`config.mk`:
```
export PLATFORM = sky130hd
export DESIGN_NAME = stepper_ramp_step_generator_flat
export DESIGN_NICKNAME = d
export VERILOG_FILES = /design/src/design/ssg_pkg.sv /design/src/design/ssg_if.sv /design/src/design/stepper_ramp_step_generator.sv /design/src/design/ssg_arith.sv /design/src/design/ssg_ctrl.sv /design/src/design/ssg_datapath.sv /design/src/flat_wrapper.sv
export SDC_FILE = /design/constraint.sdc
export NUM_CORES = 2
export LEC_CHECK = 0
export BUFFER_PORTS_ARGS = -buffer_cell sky130_fd_sc_hd__buf_4
export CAP_MARGIN = 20
export CORE_ASPECT_RATIO = 1.5
export CORE_MARGIN = 4
export CORE_UTILIZATION = 25
export DETAILED_ROUTE_END_ITERATION = 7
export SLEW_MARGIN = 15
export SYNTH_ARGS = -nofsm -noshare
export SYNTH_HDL_FRONTEND = slang
export SYNTH_SLANG_ARGS = --single-unit
```
`constraint.sdc`:
```
create_clock -name clock -period 13.8 [get_ports clock]
set_input_delay 0.69 -clock clock [delete_from_list [all_inputs] [get_ports clock]]
set_output_delay 0.69 -clock clock [all_outputs]
set_load 0.03 [all_outputs]
```
`src/design/ssg_pkg.sv`:
```
// Shared types and constants for the stepper ramp step generator.
// No dependencies; imported by every other design file except ssg_if.
package ssg_pkg;

   typedef enum logic [3:0] {
      KIND_ALARM     = 4'd0,
      KIND_TICK      = 4'd1,
      KIND_SET_SPEED = 4'd2,
      KIND_START     = 4'd3,
      KIND_STOP      = 4'd4,
      KIND_HARD_STOP = 4'd5,
      KIND_SET_TGT   = 4'd6,
      KIND_CLR_TGT   = 4'd7,
      KIND_RST_POS   = 4'd8
   } kind_type;

   typedef enum logic [2:0] {
      CSR_DIR      = 3'd0,
      CSR_MIN_RUN  = 3'd1,
      CSR_IDLE_PER = 3'd2,
      CSR_MIN_PER  = 3'd3,
      CSR_CLK_HZ   = 3'd4
   } csr_idx_type;

   localparam logic [9:0]  RST_MIN_RUN  = 10'd1;
   localparam logic [23:0] RST_IDLE_PER = 24'd1000;
   localparam logic [15:0] RST_MIN_PER  = 16'd10;
   localparam logic [26:0] RST_CLK_HZ   = 27'd1000000;

   localparam logic [5:0] MUL_STEPS = 6'd32;
   localparam logic [5:0] DIV_STEPS = 6'd40;

   typedef struct packed {
      logic        dir_fwd;
      logic [9:0]  min_run;
      logic [23:0] idle_per;
      logic [15:0] min_per;
      logic [26:0] clk_hz;
   } cfg_type;

   typedef enum logic [3:0] {
      ST_IDLE,
      ST_EXEC,
      ST_RAMP,
      ST_MUL_WAIT,
      ST_STEP,
      ST_PERIOD,
      ST_PER_WAIT,
      ST_HALT,
      ST_UP,
      ST_UP_WAIT,
      ST_DN,
      ST_DN_WAIT,
      ST_OUT
   } state_type;

   // controller -> datapath
   typedef struct packed {
      logic ready;
      logic exec;
      logic mul_go;
      logic step;
      logic per_go;
      logic per_store;
      logic per_idle;
      logic halt_chk;
      logic up_go;
      logic up_store;
      logic dn_go;
      logic dn_store;
      logic out_load;
   } cmd_type;

   // datapath -> controller
   typedef struct packed {
      logic     req_valid;
      kind_type kind;
      logic     run;
      logic     dt_nz;
      logic     spd_nz;
      logic     up_nz;
      logic     dn_nz;
      logic     rate_nz;
      logic     per_ok;
      logic     arith_done;
      logic     rsp_free;
   } status_type;

endpackage

```
`src/design/ssg_if.sv`:
```
// Valid/ready channel interfaces for request and response items.
// Standalone; used by the datapath and the top level.
interface ssg_req_if;
   logic        valid;
   logic        ready;
   logic [3:0]  kind;
   logic [31:0] now_ms;
   logic [19:0] speed_target;
   logic [15:0] ramp_up_ms;
   logic [15:0] ramp_down_ms;
   logic signed [31:0] position_target;

   modport source (output valid, kind, now_ms, speed_target, ramp_up_ms, ramp_down_ms,
                   position_target, input ready);
   modport sink (input valid, kind, now_ms, speed_target, ramp_up_ms, ramp_down_ms,
                 position_target, output ready);
endinterface

interface ssg_rsp_if;
   logic        valid;
   logic        ready;
   logic        step_level;
   logic signed [31:0] position;
   logic        moving;
   logic [31:0] speed_now;
   logic [23:0] alarm_period;
   logic        target_hit;
   logic        auto_halt;

   modport source (output valid, step_level, position, moving, speed_now, alarm_period,
                   target_hit, auto_halt, input ready);
   modport sink (input valid, step_level, position, moving, speed_now, alarm_period,
                 target_hit, auto_halt, output ready);
endinterface

```
`src/design/stepper_ramp_step_generator.sv`:
```
// Top level of the stepper ramp step generator: CSR bank and unit wiring.
// Depends on ssg_pkg, ssg_if, ssg_ctrl and ssg_datapath.
//
// Usage:
//  - req_chan carries one command item (alarm, ramp tick, set speed, start,
//    stop, hard stop, set/clear target, reset position). rsp_chan returns
//    exactly one result item per command with the state after that item.
//  - The APB port writes the five setup registers at 4*index; write only
//    while no item is in flight.
//  - Items are handled one at a time. A simple command passes through the
//    execute and output states. A ramp tick uses at most a 32-step serial
//    multiply for the speed step, then a 40-step serial divide for the
//    period. Set speed uses at most two 40-step divides for the rates, all
//    on one shared serial unit.
//  - The result sits in an output register; a new item is accepted while it
//    waits. If the receiver stalls, the next item finishes internally and
//    holds in its last phase until the output register frees.
//  - Synchronous reset puts registers at their defaults, the motor stopped
//    at position 0 and the alarm period at 1000 ticks.
module stepper_ramp_step_generator import ssg_pkg::*; (
   input  logic        clock,
   input  logic        reset,
   ssg_req_if.sink     req_chan,
   ssg_rsp_if.source   rsp_chan,
   input  logic        psel,
   input  logic        penable,
   input  logic        pwrite,
   input  logic [4:0]  paddr,
   input  logic [31:0] pwdata,
   output logic [31:0] prdata,
   output logic        pready
);

   cfg_type     cfg_ff;
   status_type  status;
   cmd_type     cmd;
   csr_idx_type csr_idx;
   logic        csr_wr;

   assign pready  = 1'b1;
   assign csr_idx = csr_idx_type'(paddr[4:2]);
   assign csr_wr  = psel && penable && pwrite;

   // config register bank
   always_ff @(posedge clock) begin
      if (reset) begin
         cfg_ff.dir_fwd  <= 1'b1;
         cfg_ff.min_run  <= RST_MIN_RUN;
         cfg_ff.idle_per <= RST_IDLE_PER;
         cfg_ff.min_per  <= RST_MIN_PER;
         cfg_ff.clk_hz   <= RST_CLK_HZ;
      end else if (csr_wr) begin
         unique case (csr_idx)
            CSR_DIR:      cfg_ff.dir_fwd  <= pwdata[0];
            CSR_MIN_RUN:  cfg_ff.min_run  <= pwdata[9:0];
            CSR_IDLE_PER: cfg_ff.idle_per <= pwdata[23:0];
            CSR_MIN_PER:  cfg_ff.min_per  <= pwdata[15:0];
            CSR_CLK_HZ:   cfg_ff.clk_hz   <= pwdata[26:0];
            default:      ;
         endcase
      end
   end

   // read mux
   always_comb begin
      unique case (csr_idx)
         CSR_DIR:      prdata = {31'd0, cfg_ff.dir_fwd};
         CSR_MIN_RUN:  prdata = {22'd0, cfg_ff.min_run};
         CSR_IDLE_PER: prdata = {8'd0, cfg_ff.idle_per};
         CSR_MIN_PER:  prdata = {16'd0, cfg_ff.min_per};
         CSR_CLK_HZ:   prdata = {5'd0, cfg_ff.clk_hz};
         default:      prdata = 32'd0;
      endcase
   end

   ssg_ctrl u_ctrl (
      .clock (clock),
      .reset (reset),
      .status(status),
      .cmd   (cmd)
   );

   ssg_datapath u_dp (
      .clock   (clock),
      .reset   (reset),
      .cfg     (cfg_ff),
      .cmd     (cmd),
      .status  (status),
      .req_chan(req_chan),
      .rsp_chan(rsp_chan)
   );

endmodule

```
`src/design/ssg_arith.sv`:
```
// Shared serial unit: shift-add multiply (40x32) and restoring divide (40/32).
// Depends on ssg_pkg.
module ssg_arith import ssg_pkg::*; (
   input  logic        clock,
   input  logic        reset,
   input  logic        start,
   input  logic        op_mul,
   input  logic [39:0] a,
   input  logic [31:0] b,
   output logic        done,
   output logic [71:0] prod,
   output logic [39:0] quot
);

   logic [71:0] p_ff, p_in;
   logic [39:0] a_ff;
   logic [31:0] b_ff;
   logic        mul_ff;
   logic        busy_ff, busy_in;
   logic        done_ff, done_in;
   logic [5:0]  cnt_ff, cnt_in;
   logic [40:0] sum;
   logic [32:0] trial;
   logic        qbit;

   always_comb begin
      sum   = {1'b0, p_ff[71:32]} + (p_ff[0] ? {1'b0, a_ff} : 41'd0);
      trial = {p_ff[71:40], p_ff[39]};
      qbit  = (trial >= {1'b0, b_ff});
   end

   always_comb begin
      p_in    = p_ff;
      busy_in = busy_ff;
      done_in = 1'b0;
      cnt_in  = cnt_ff;
      if (start) begin
         p_in    = op_mul ? {40'd0, b} : {32'd0, a};
         busy_in = 1'b1;
         cnt_in  = op_mul ? MUL_STEPS : DIV_STEPS;
      end else if (busy_ff) begin
         if (mul_ff) begin
            p_in = {sum, p_ff[31:1]};
         end else begin
            p_in = {(qbit ? 32'(trial - {1'b0, b_ff}) : trial[31:0]), p_ff[38:0], qbit};
         end
         cnt_in = cnt_ff - 6'd1;
         if (cnt_ff == 6'd1) begin
            busy_in = 1'b0;
            done_in = 1'b1;
         end
      end
   end

   always_ff @(posedge clock) begin
      p_ff <= p_in;
      cnt_ff <= cnt_in;
      if (start) begin
         a_ff   <= a;
         b_ff   <= b;
         mul_ff <= op_mul;
      end
      if (reset) begin
         busy_ff <= 1'b0;
         done_ff <= 1'b0;
      end else begin
         busy_ff <= busy_in;
         done_ff <= done_in;
      end
   end

   assign done = done_ff;
   assign prod = p_ff;
   assign quot = p_ff[39:0];

`ifndef SYNTHESIS
   a_no_restart : assert property (@(posedge clock) disable iff (reset)
      busy_ff |-> !start) else $error("arith restarted while busy");
   a_done_idle : assert property (@(posedge clock) disable iff (reset)
      done_ff |-> !busy_ff) else $error("arith done while busy");
   a_done_once : assert property (@(posedge clock) disable iff (reset)
      done_ff |=> !done_ff) else $error("arith done held");
`endif

endmodule

```
`src/design/ssg_ctrl.sv`:
```
// Sequencing state machine: steps through one item's phases by command.
// Depends on ssg_pkg; drives ssg_datapath through cmd_type.
module ssg_ctrl import ssg_pkg::*; (
   input  logic       clock,
   input  logic       reset,
   input  status_type status,
   output cmd_type    cmd
);

   state_type state_ff, state_in;

   always_comb begin
      state_in = state_ff;
      unique case (state_ff)
         ST_IDLE: if (status.req_valid) state_in = ST_EXEC;
         ST_EXEC: begin
            if (status.kind == KIND_TICK && status.run && status.dt_nz) begin
               state_in = ST_RAMP;
            end else if (status.kind == KIND_SET_SPEED && status.spd_nz) begin
               state_in = ST_UP;
            end else begin
               state_in = ST_OUT;
            end
         end
         ST_RAMP:     state_in = status.rate_nz ? ST_MUL_WAIT : ST_STEP;
         ST_MUL_WAIT: if (status.arith_done) state_in = ST_STEP;
         ST_STEP:     state_in = ST_PERIOD;
         ST_PERIOD:   state_in = status.per_ok ? ST_PER_WAIT : ST_HALT;
         ST_PER_WAIT: if (status.arith_done) state_in = ST_HALT;
         ST_HALT:     state_in = ST_OUT;
         ST_UP:       state_in = status.up_nz ? ST_UP_WAIT : ST_DN;
         ST_UP_WAIT:  if (status.arith_done) state_in = ST_DN;
         ST_DN:       state_in = status.dn_nz ? ST_DN_WAIT : ST_OUT;
         ST_DN_WAIT:  if (status.arith_done) state_in = ST_OUT;
         ST_OUT:      if (status.rsp_free) state_in = ST_IDLE;
         default:     state_in = ST_IDLE;
      endcase
   end

   always_comb begin
      cmd = '0;
      unique case (state_ff)
         ST_IDLE:     cmd.ready = 1'b1;
         ST_EXEC:     cmd.exec = 1'b1;
         ST_RAMP:     cmd.mul_go = status.rate_nz;
         ST_MUL_WAIT: ;
         ST_STEP:     cmd.step = 1'b1;
         ST_PERIOD: begin
            cmd.per_go   = status.per_ok;
            cmd.per_idle = !status.per_ok;
         end
         ST_PER_WAIT: cmd.per_store = status.arith_done;
         ST_HALT:     cmd.halt_chk = 1'b1;
         ST_UP: begin
            cmd.up_go    = status.up_nz;
            cmd.up_store = !status.up_nz;
         end
         ST_UP_WAIT:  cmd.up_store = status.arith_done;
         ST_DN: begin
            cmd.dn_go    = status.dn_nz;
            cmd.dn_store = !status.dn_nz;
         end
         ST_DN_WAIT:  cmd.dn_store = status.arith_done;
         ST_OUT:      cmd.out_load = status.rsp_free;
         default:     ;
      endcase
   end

   always_ff @(posedge clock) begin
      if (reset) state_ff <= ST_IDLE;
      else state_ff <= state_in;
   end

`ifndef SYNTHESIS
   a_out_ret : assert property (@(posedge clock) disable iff (reset)
      (state_ff == ST_OUT && status.rsp_free) |=> state_ff == ST_IDLE)
      else $error("result load did not return to idle");
   a_exec_follows : assert property (@(posedge clock) disable iff (reset)
      (state_ff == ST_IDLE && status.req_valid) |=> state_ff == ST_EXEC)
      else $error("accepted item not executed");
   a_wait_done : assert property (@(posedge clock) disable iff (reset)
      (state_ff == ST_RAMP && status.rate_nz) |=> state_ff == ST_MUL_WAIT)
      else $error("multiply not awaited");
`endif

endmodule

```
`src/design/ssg_datapath.sv`:
```
// Motion state registers, ramp/period arithmetic and the result register.
// Depends on ssg_pkg, ssg_if and ssg_arith.
module ssg_datapath import ssg_pkg::*; (
   input  logic       clock,
   input  logic       reset,
   input  cfg_type    cfg,
   input  cmd_type    cmd,
   output status_type status,
   ssg_req_if.sink    req_chan,
   ssg_rsp_if.source  rsp_chan
);

   // latched item
   kind_type    kind_ff;
   logic [31:0] now_ff;
   logic [19:0] spd_ff;
   logic [15:0] up_ff;
   logic [15:0] dn_ff;
   logic [31:0] ptgt_ff;

   // motion state
   logic        level_ff, level_in;
   logic        run_ff, run_in;
   logic [31:0] pos_ff, pos_in;
   logic        armed_ff, armed_in;
   logic [31:0] goal_pos_ff, goal_pos_in;
   logic        stop_pend_ff, stop_pend_in;
   logic [31:0] speed_ff, speed_in;
   logic [19:0] goal_ff, goal_in;
   logic [39:0] accel_ff, accel_in;
   logic [39:0] decel_ff, decel_in;
   logic [31:0] last_ff, last_in;
   logic [31:0] dt_ff, dt_in;
   logic [23:0] period_ff, period_in;
   logic        hit_ff, hit_in;
   logic        halt_ff, halt_in;
   logic        rsp_valid_ff;

   logic        load;
   logic [23:0] idle_eff;
   logic [23:0] min_per_eff;
   logic [31:0] tq;
   logic [21:0] minq;
   logic signed [34:0] diff;
   logic [39:0] rate_sel;
   logic [31:0] mc;
   logic signed [34:0] mc_s;
   logic [31:0] ramp_speed;
   logic [23:0] per_sat;
   logic [31:0] step_pos;
   logic        reached;
   logic        slow;

   logic        ar_start, ar_mul, ar_done;
   logic [39:0] ar_a, ar_quot;
   logic [31:0] ar_b;
   logic [71:0] ar_prod;

   assign load = cmd.ready && req_chan.valid;
   assign req_chan.ready = cmd.ready;

   always_comb begin
      idle_eff    = (cfg.idle_per == 24'd0) ? 24'd1 : cfg.idle_per;
      min_per_eff = (cfg.min_per == 16'd0) ? 24'd1 : {8'd0, cfg.min_per};
      tq          = {goal_ff, 12'd0};
      minq        = {cfg.min_run, 12'd0};
      slow        = (speed_ff < {10'd0, minq}) || (speed_ff == 32'd0);
      diff        = $signed({3'd0, tq}) - $signed({3'd0, speed_ff});
      rate_sel    = (diff > 35'sd0) ? accel_ff : decel_ff;
      mc          = (ar_prod[71:40] != 32'd0) ? 32'hFFFF_FFFF : ar_prod[39:8];
      mc_s        = $signed({3'd0, mc});
      if (rate_sel == 40'd0) ramp_speed = tq;
      else if (diff > mc_s) ramp_speed = speed_ff + mc;
      else if (diff < -mc_s) ramp_speed = speed_ff - mc;
      else ramp_speed = tq;
      per_sat  = (ar_quot[39:24] != 16'd0) ? 24'hFF_FFFF : ar_quot[23:0];
      step_pos = cfg.dir_fwd ? (pos_ff + 32'd1) : (pos_ff - 32'd1);
      reached  = cfg.dir_fwd ? ($signed(step_pos) >= $signed(goal_pos_ff))
                             : ($signed(step_pos) <= $signed(goal_pos_ff));
   end

   // arithmetic unit operand select
   always_comb begin
      ar_start = cmd.mul_go || cmd.per_go || cmd.up_go || cmd.dn_go;
      ar_mul   = cmd.mul_go;
      ar_a     = rate_sel;
      ar_b     = dt_ff;
      if (cmd.per_go) begin
         ar_a = {2'd0, cfg.clk_hz, 11'd0};
         ar_b = speed_ff;
      end else if (cmd.up_go) begin
         ar_a = {spd_ff, 20'd0};
         ar_b = {16'd0, up_ff};
      end else if (cmd.dn_go) begin
         ar_a = {spd_ff, 20'd0};
         ar_b = {16'd0, dn_ff};
      end
   end

   ssg_arith u_arith (
      .clock (clock),
      .reset (reset),
      .start (ar_start),
      .op_mul(ar_mul),
      .a     (ar_a),
      .b     (ar_b),
      .done  (ar_done),
      .prod  (ar_prod),
      .quot  (ar_quot)
   );

   always_comb begin
      level_in     = level_ff;
      run_in       = run_ff;
      pos_in       = pos_ff;
      armed_in     = armed_ff;
      goal_pos_in  = goal_pos_ff;
      stop_pend_in = stop_pend_ff;
      speed_in     = speed_ff;
      goal_in      = goal_ff;
      accel_in     = accel_ff;
      decel_in     = decel_ff;
      last_in      = last_ff;
      dt_in        = dt_ff;
      period_in    = period_ff;
      hit_in       = hit_ff;
      halt_in      = halt_ff;

      if (load) begin
         hit_in  = 1'b0;
         halt_in = 1'b0;
      end

      if (cmd.exec) begin
         case (kind_ff)
            KIND_ALARM: begin
               if (!run_ff) begin
                  level_in = 1'b0;
               end else begin
                  level_in = !level_ff;
                  if (!level_ff) begin
                     pos_in = step_pos;
                     if (armed_ff && reached) begin
                        run_in       = 1'b0;
                        armed_in     = 1'b0;
                        stop_pend_in = 1'b1;
                        hit_in       = 1'b1;
                     end
                  end
               end
            end
            KIND_TICK: begin
               if (stop_pend_ff) begin
                  stop_pend_in = 1'b0;
                  speed_in     = 32'd0;
                  goal_in      = 20'd0;
               end
               dt_in   = now_ff - last_ff;
               last_in = now_ff;
            end
            KIND_SET_SPEED: goal_in = spd_ff;
            KIND_START: begin
               speed_in = 32'd0;
               run_in   = 1'b1;
            end
            KIND_STOP: goal_in = 20'd0;
            KIND_HARD_STOP: begin
               run_in    = 1'b0;
               speed_in  = 32'd0;
               goal_in   = 20'd0;
               period_in = idle_eff;
            end
            KIND_SET_TGT: begin
               goal_pos_in = ptgt_ff;
               armed_in    = 1'b1;
            end
            KIND_CLR_TGT: armed_in = 1'b0;
            KIND_RST_POS: pos_in = 32'd0;
            default: ;
         endcase
      end

      if (cmd.step) speed_in = ramp_speed;
      if (cmd.per_idle) period_in = idle_eff;
      if (cmd.per_store) period_in = (per_sat < min_per_eff) ? min_per_eff : per_sat;
      if (cmd.halt_chk && goal_ff == 20'd0 && speed_ff < {10'd0, minq}) begin
         run_in    = 1'b0;
         speed_in  = 32'd0;
         halt_in   = 1'b1;
         period_in = idle_eff;
      end
      if (cmd.up_store) accel_in = (up_ff != 16'd0) ? ar_quot : 40'd0;
      if (cmd.dn_store) decel_in = (dn_ff != 16'd0) ? ar_quot : 40'd0;
   end

   always_ff @(posedge clock) begin
      if (load) begin
         kind_ff <= kind_type'(req_chan.kind);
         now_ff  <= req_chan.now_ms;
         spd_ff  <= req_chan.speed_target;
         up_ff   <= req_chan.ramp_up_ms;
         dn_ff   <= req_chan.ramp_down_ms;
         ptgt_ff <= req_chan.position_target;
      end
      dt_ff <= dt_in;
      if (reset) begin
         level_ff     <= 1'b0;
         run_ff       <= 1'b0;
         pos_ff       <= 32'd0;
         armed_ff     <= 1'b0;
         goal_pos_ff  <= 32'd0;
         stop_pend_ff <= 1'b0;
         speed_ff     <= 32'd0;
         goal_ff      <= 20'd0;
         accel_ff     <= 40'd0;
         decel_ff     <= 40'd0;
         last_ff      <= 32'd0;
         period_ff    <= RST_IDLE_PER;
         hit_ff       <= 1'b0;
         halt_ff      <= 1'b0;
         rsp_valid_ff <= 1'b0;
      end else begin
         level_ff     <= level_in;
         run_ff       <= run_in;
         pos_ff       <= pos_in;
         armed_ff     <= armed_in;
         goal_pos_ff  <= goal_pos_in;
         stop_pend_ff <= stop_pend_in;
         speed_ff     <= speed_in;
         goal_ff      <= goal_in;
         accel_ff     <= accel_in;
         decel_ff     <= decel_in;
         last_ff      <= last_in;
         period_ff    <= period_in;
         hit_ff       <= hit_in;
         halt_ff      <= halt_in;
         if (cmd.out_load) rsp_valid_ff <= 1'b1;
         else if (rsp_chan.ready) rsp_valid_ff <= 1'b0;
      end
   end

   // result register
   always_ff @(posedge clock) begin
      if (cmd.out_load) begin
         rsp_chan.step_level   <= level_ff;
         rsp_chan.position     <= pos_ff;
         rsp_chan.moving       <= run_ff;
         rsp_chan.speed_now    <= speed_ff;
         rsp_chan.alarm_period <= period_ff;
         rsp_chan.target_hit   <= hit_ff;
         rsp_chan.auto_halt    <= halt_ff;
      end
   end

   assign rsp_chan.valid = rsp_valid_ff;

   always_comb begin
      status.req_valid  = req_chan.valid;
      status.kind       = kind_ff;
      status.run        = run_ff;
      status.dt_nz      = (now_ff != last_ff);
      status.spd_nz     = (spd_ff != 20'd0);
      status.up_nz      = (up_ff != 16'd0);
      status.dn_nz      = (dn_ff != 16'd0);
      status.rate_nz    = (rate_sel != 40'd0);
      status.per_ok     = !slow;
      status.arith_done = ar_done;
      status.rsp_free   = !rsp_valid_ff || rsp_chan.ready;
   end

`ifndef SYNTHESIS
   a_hit_stops : assert property (@(posedge clock) disable iff (reset)
      (cmd.out_load && hit_ff) |-> (!run_ff && stop_pend_ff))
      else $error("target hit without stop");
   a_halt_clean : assert property (@(posedge clock) disable iff (reset)
      (cmd.out_load && halt_ff) |-> (!run_ff && speed_ff == 32'd0))
      else $error("auto halt left motion");
   a_period_nz : assert property (@(posedge clock) disable iff (reset)
      period_ff != 24'd0) else $error("zero alarm period");
`endif

endmodule

```
`src/flat_wrapper.sv`:
```
// flat-port wrapper written by rule: the top's interface ports become plain ports
module stepper_ramp_step_generator_flat import ssg_pkg::*;
  (clock, reset, psel, penable, pwrite, paddr, pwdata, prdata, pready, req_chan_valid, req_chan_kind, req_chan_now_ms, req_chan_speed_target, req_chan_ramp_up_ms, req_chan_ramp_down_ms, req_chan_position_target, req_chan_ready, rsp_chan_valid, rsp_chan_step_level, rsp_chan_position, rsp_chan_moving, rsp_chan_speed_now, rsp_chan_alarm_period, rsp_chan_target_hit, rsp_chan_auto_halt, rsp_chan_ready);
  ssg_req_if req_chan_i ();
  ssg_rsp_if rsp_chan_i ();
  input  logic clock;
  input  logic reset;
  input  logic psel;
  input  logic penable;
  input  logic pwrite;
  input  logic [4:0] paddr;
  input  logic [31:0] pwdata;
  output logic [31:0] prdata;
  output logic pready;
  input wire logic [$bits(req_chan_i.valid)-1:0] req_chan_valid;
  input wire logic [$bits(req_chan_i.kind)-1:0] req_chan_kind;
  input wire logic [$bits(req_chan_i.now_ms)-1:0] req_chan_now_ms;
  input wire logic [$bits(req_chan_i.speed_target)-1:0] req_chan_speed_target;
  input wire logic [$bits(req_chan_i.ramp_up_ms)-1:0] req_chan_ramp_up_ms;
  input wire logic [$bits(req_chan_i.ramp_down_ms)-1:0] req_chan_ramp_down_ms;
  input wire logic [$bits(req_chan_i.position_target)-1:0] req_chan_position_target;
  output wire logic [$bits(req_chan_i.ready)-1:0] req_chan_ready;
  output wire logic [$bits(rsp_chan_i.valid)-1:0] rsp_chan_valid;
  output wire logic [$bits(rsp_chan_i.step_level)-1:0] rsp_chan_step_level;
  output wire logic [$bits(rsp_chan_i.position)-1:0] rsp_chan_position;
  output wire logic [$bits(rsp_chan_i.moving)-1:0] rsp_chan_moving;
  output wire logic [$bits(rsp_chan_i.speed_now)-1:0] rsp_chan_speed_now;
  output wire logic [$bits(rsp_chan_i.alarm_period)-1:0] rsp_chan_alarm_period;
  output wire logic [$bits(rsp_chan_i.target_hit)-1:0] rsp_chan_target_hit;
  output wire logic [$bits(rsp_chan_i.auto_halt)-1:0] rsp_chan_auto_halt;
  input wire logic [$bits(rsp_chan_i.ready)-1:0] rsp_chan_ready;
  assign req_chan_i.valid = req_chan_valid;
  assign req_chan_i.kind = req_chan_kind;
  assign req_chan_i.now_ms = req_chan_now_ms;
  assign req_chan_i.speed_target = req_chan_speed_target;
  assign req_chan_i.ramp_up_ms = req_chan_ramp_up_ms;
  assign req_chan_i.ramp_down_ms = req_chan_ramp_down_ms;
  assign req_chan_i.position_target = req_chan_position_target;
  assign req_chan_ready = req_chan_i.ready;
  assign rsp_chan_valid = rsp_chan_i.valid;
  assign rsp_chan_step_level = rsp_chan_i.step_level;
  assign rsp_chan_position = rsp_chan_i.position;
  assign rsp_chan_moving = rsp_chan_i.moving;
  assign rsp_chan_speed_now = rsp_chan_i.speed_now;
  assign rsp_chan_alarm_period = rsp_chan_i.alarm_period;
  assign rsp_chan_target_hit = rsp_chan_i.target_hit;
  assign rsp_chan_auto_halt = rsp_chan_i.auto_halt;
  assign rsp_chan_i.ready = rsp_chan_ready;
  stepper_ramp_step_generator u_core (.clock(clock), .reset(reset), .req_chan(req_chan_i), .rsp_chan(rsp_chan_i), .psel(psel), .penable(penable), .pwrite(pwrite), .paddr(paddr), .pwdata(pwdata), .prdata(prdata), .pready(pready));
endmodule
```
== Yosys cells after proc, flatten, opt, wreduce, memory -nomap -nowiden ==
Index checks and enable logic that the tools add are counted.
Word-level totals
  register bits: 738
Cells by class
  equal/unequal tests: 37
  add/subtract/negate cells: 10
  muxes and demuxes: 96
  magnitude comparators: 8
  bitwise logic cells: 1
  reduce and logical (&&, ||, !) cells: 65
Operator list (number)
  $mux 32: 14
  $mux 40: 8
  $mux 72: 3
  $mux 24: 8
  $pmux 27 s5: 1
  $pmux 32 s2: 2
  $sub 32x32->32: 3
  $pmux 20 s3: 1
  $pmux 4 s13: 1
  $reduce_bool 16->1: 3
  $add 40x40->41: 1
  $logic_not 40->1: 1
  $reduce_bool 40->1: 1
  $mux 1: 37
  $lt 33x35->1: 1
  $neg 32->35: 1
  $ge 33x32->1: 1
  $gt 33x1->1 const B: 1
  $gt 33x33->1: 1
  $sub 32x32->33: 1
  $add 32x1->32 const B: 1
  $add 32x32->32: 1
  $eq 4x3->1 const B: 8
  $ge 32x32->1: 1
  45 further kinds: 116

== Logic depth before layout (Yosys ltp) ==
  word-level depth: 10
  depth in mapped cells: 31

== Hierarchy ==
From an unflattened synthesis, not the netlist that was laid out.
Unflattened totals
  cell total of the unflattened synthesis: 5174
  area, all modules: 46768.6 um2
By module, submodules not included
  ssg_datapath: area an instance 30888.4 um2, cells each 3482, instances 1, sequential area each 12512.0 um2
  ssg_arith: area an instance 11389.7 um2, cells each 1164, instances 1, sequential area each 4574.4 um2
  stepper_ramp_step_generator: area an instance 3856.2 um2, cells each 445, instances 1, sequential area each 1561.5 um2
  ssg_ctrl: area an instance 634.4 um2, cells each 83, instances 1, sequential area each 80.1 um2

== Least setup slack after synthesis ==
Ideal clock, no wire load.
  path kind: register -> register
  start: register u_core.u_dp.u_arith.p_ff[54], in the netlist u_core.u_dp.u_arith.prod[54]
  end: register u_core.u_dp.speed_ff[4]
  slack: 7.356 ns
  library setup time: 0.117 ns
  data arrival time: 6.327 ns
  stages on the path, launching flop included: 30
  data required time: 13.683 ns
  cell sequence: edfxtp_1 -> nor4_1 -> nand4_1 -> or2_2 -> clkbuf_1 -> clkbuf_1 -> buf_1 -> nor2_1 -> ha_1 -> nand2b_1 -> nor3_1 -> nand3_1 -> nor4_1 -> nand3_1 -> nor4_1 -> nand2_1 -> nor3_1 -> xnor2_1 -> nand2_1 -> ha_1 -> nand3_1 -> nor3_1 -> nand4_1 -> a41o_1 -> a21oi_1 -> nor2_1 -> clkbuf_1 -> a221o_1 -> a32oi_1 -> nor2_1
On the way
  word-level cells in the longest chain between the ends: 8
  elaborated cells on any way between the ends: 11
  those cells by class: 3 x add/sub; 2 x order compare; 5 x mux; 1 x reduce/logical
RTL lines
  start, declared: line ssg_arith.sv:15  | logic [71:0] p_ff, p_in;
  start signal, assigned: line ssg_arith.sv:56  | p_ff <= p_in;
  $reduce_bool 32->1 (*): line ssg_datapath.sv:70  | mc = (ar_prod[71:40] != 32'd0) ? 32'hFFFF_FFFF : ar_prod[39:8];
  $mux 32 (*): line ssg_datapath.sv:70
  $neg 32->35: line ssg_datapath.sv:74  | else if (diff < -mc_s) ramp_speed = speed_ff - mc;
  $lt 33x35->1: line ssg_datapath.sv:74
  $mux 32: line ssg_datapath.sv:74
  $mux 32 (*): line ssg_datapath.sv:73  | else if (diff > mc_s) ramp_speed = speed_ff + mc;
  $mux 32 (*): line ssg_datapath.sv:72  | if (rate_sel == 40'd0) ramp_speed = tq;
  $mux 32 (*): line ssg_datapath.sv:183  | if (cmd.step) speed_in = ramp_speed;
  end signal, assigned: line ssg_datapath.sv:229  | speed_ff <= speed_in;
  end, declared: line ssg_datapath.sv:28  | logic [31:0] speed_ff, speed_in;
Every way passes the cells marked *; elsewhere a longest branch is shown, timed or not.
A chain may end at the register's enable or synchronous reset.

== Final worst setup path ==
  start: register u_core.u_dp.u_arith.p_ff[54], in the netlist u_core.u_dp.u_arith.prod[54]
  end: register u_core.u_dp.speed_ff[22]
The elaborated chain is that of the path after synthesis.

==> qor_table.md <==
| Item | This run |
| --- | --- |
| Total global-route track usage | 17.53% |
| Maximum number of pins on one net before global-route repair | 109 |
| Most frequent standard cell in the layout excluding fill and tap cells | sky130_fd_sc_hd__nand2_1 |
| Final routed wire length divided by cell count | 22.75 um |
| Peak supply drop | 141.0 uV |
| Max stage delay on crit path | 720 ps |
| Clock tree from TritonCTS | yes |
| Initial cell density of the core | 25.12% |
| TritonCTS Buffers | 71 |
| Number of synthesized register bits | 738 |
| Family with the most delay on the worst path | simple AND/OR/NAND/NOR gates |
| Final setup vio count | 0 |
| Class of the tightest hold or removal check | input port to register |
| Total number of placement rows | 190 |
| Total die area | 186100 um2 |
| Count of buffers from port buffering | 277 |
| Post-route clock period utilization | 59.90% |
| Crit Path Class | register to register |
| Worst Hold Launch | req_chan_position_target[11] |
| Insertion delay to the later sink of the worst-skew pair | 690 ps |
| TNS Setup | 0 ps |
| Kind of end point of the critical path | register |
| Critical-path top delay cell | sky130_fd_sc_hd__or2_2 |
| DIE HEIGHT | 526.4 um |
| Critical path arrival | 8880 ps |
| Max Transition Viols Final | 0 |
| Time the worst path needs with I/O delays and setup | 8267 ps |
| DRC | 0 |
| Antenna violations before repair | 12 |
| Post-route worst setup slack | 5533 ps |
| PwrDens | 161.7 nW/um2 |
| Cell count after synthesis | 4998 |
| Number of global-route vias before repair | 37870 |
| Number of synthesized flops with an enable pin | 395 |
| Mapped cell area | 44790 um2 |
| Post-synth top flop | sky130_fd_sc_hd__edfxtp_1 |
| DRT iter0 DRCs | 3202 |
| Warning count from the yosys run | 0 |
| Slew at the pin closest to its max-slew limit | 1145 ps |
| Area Growth Syn to Fin | 15.68% |
| Number of detailed-routing iterations run before antenna repair | 6 |
| Status | complete, no violations |
| Crit path buffers/inverters | 1 |
| Top cell type's share of synthesized area | 26.48% |
| Post-CTS Repair Setup Buffers | 0 |
| Number of different library cells in the post-synthesis netlist | 90 |
| Unrepaired setup endpoints after global routing | false |
| Total I/O pin count | 291 |
| Ratio of cells with drive above 1 in the final layout | 10.77% |
| Wire length of the first global-routing pass | 247900 um |
| Number of max-cap violations | 0 |
| Final net count | 5652 |
| Timing startpoint of the critical path | u_core.u_dp.u_arith.prod[54] |
| Hold-fix buffers, CTS | 0 |
| Routability-driven placement congestion ratio | 0.9574 |
| Commonest non-fill, non-tap cells in the layout | sky130_fd_sc_hd__nand2_1 (604), sky130_fd_sc_hd__nor2_1 (422), sky130_fd_sc_hd__a21oi_1 (395), sky130_fd_sc_hd__edfxtp_1 (395), sky130_fd_sc_hd__buf_4 (349) |
| Area contributors post-synth | sky130_fd_sc_hd__edfxtp_1 (26%), sky130_fd_sc_hd__dfxtp_1 (15%), sky130_fd_sc_hd__ha_1 (9.5%) |
| Fraction of registers with async set or reset after synthesis | 0% |
| Detailed placement HPWL | 131400 um |
| Required time at the worst-slack endpoint | 14410 ps |
| Detail Route Antenna Nets | 0 |
| Clock transition time at the flip-flop clock pins of the worst setup and hold paths | 80 ps |
| Via Count | 39300 |
| Cell chosen for the clock root | sky130_fd_sc_hd__clkbuf_16 |
| Final Hold Violating Endpoints | 0 |
| Clock tree skew after final layout | 35.87 ps |
| H-tree level count | 3 |
| Max transition margin | 23.26% |
| Area of the core | 178300 um2 |
| Max Clock Freq | 121.0 MHz |
| Worst Path Max Fanout | 30 |
| CTS-repair resized insts | 0 |
| Startpoint kind of the worst setup timing path | register |
| Part of the Yosys area used for sequential elements | 41.81% |
| Clock Sinks | 738 |
| Avg Cell Area, Syn | 8.961 um2 |
| Routed Wire Length | 170800 um |
| DIE WIDTH | 353.6 um |
| Worst r2r src | u_core.u_dp.u_arith.prod[54] |
| Post-synthesis cell type with the largest combined area | sky130_fd_sc_hd__edfxtp_1 |
| Overflow left after global routing | 0 |
| Worst slack, placed | 5659 ps |
| Max Buffers Root-to-Sink | 3 |
| Via/cell ratio | 5.234 |
| Standby leakage power | 0.01962 uW |
metal layers:
metal / up-vias / global-route usage, % / part of all wire [%]
met5: - / 0 / 0.050
met4: 12 / 13.02 / 8.6
met3: 424 / 3.064 / 6.1
met2: 1551 / 30.15 / 48
met1: 18890 / 19.32 / 37
li1: 18430 / - / -
cells in the mapped netlist, drive strengths merged, types with 15 or more instances:
cell	number
clkbuf	241
buf	45
nor2b	44
nand4	59
o22ai	26
and2	58
a21oi	396
o21bai	28
inv	282
o31ai	34
ha	340
nor4	85
nor3	103
nand2b	51
nand2	605
nor2	426
and3	22
a21o	87
or2	29
edfxtp	395
or4	15
o221ai	23
mux2	31
a221o	17
a22oi	154
a211oi	82
xor2	56
dfxtp	343
mux2i	118
o21a	61
a31oi	29
o21ai	247
nand3	113
o211ai	44
or3	32
xnor2	113
path summary, 6_finish.rpt:
check	end	slack [ps]	depth (start not counted)
hold / removal	u_core.u_dp.ptgt_ff[11]	170	1
setup / recovery	u_core.u_dp.speed_ff[22]	5530	27
hold reg to reg	u_core.u_dp.rsp_chan.auto_halt	430	0
setup reg to reg	u_core.u_dp.speed_ff[22]	5530	27
kinds of logic after synthesis:
logic type               Yosys count  share of synthesized area, %
AND/OR/NAND/NOR                 1682                         17.40
AO/OA/AOI/OAI                   1342                         19.31
flip-flops                       738                         41.81
buffers and inverters            569                         4.922
adder cells (fa/ha/maj)          346                         9.766
XOR/XNOR                         169                         3.305
multiplexers                     150                         3.467
other                              2                       0.01677
where the power goes:
part	switching, uW	total, uW	internal [uW]
clock	940	2100	1160
sequential	394	3210	2820
combinational	1940	3060	1130
total	3270	8380	5100
final cells by class:
cell class                 count  area, um2
antenna                        5      12.51
fill                       18930     126500
sequential                   738      18730
clock inverter                39      467.9
inverter                     283       1072
clock buffer                  92       1979
timing repair buffer         353       2696
multi-input combinational   3695      23970
tap                         2304       2883
registers in the layout, summed over array words and instances, names as in the netlist, 40 cells and up:
register	count
u_core.u_dp.decel_ff	40
u_core.u_dp.accel_ff	40
u_core.cfg_ff	78
u_core.u_dp.u_arith.prod	72
u_core.u_dp.u_arith.a_ff	40
metrics by stage:
stage	utilization [%]	cells	cell area (um2)	total power, uW	hold slack, ps
final	29.06	7509	51810	8375	172.5
after global placement	27.65	7371	49300	6215	420.3
after CTS	29.04	7503	51770	8389	118.2
after detailed placement	27.66	7372	49320	6267	420.4
after global routing	29.05	7505	51800	8786	154.3
after floorplan	-	5002	44800	5225	408.1
Power figures use the tool's default switching activity.
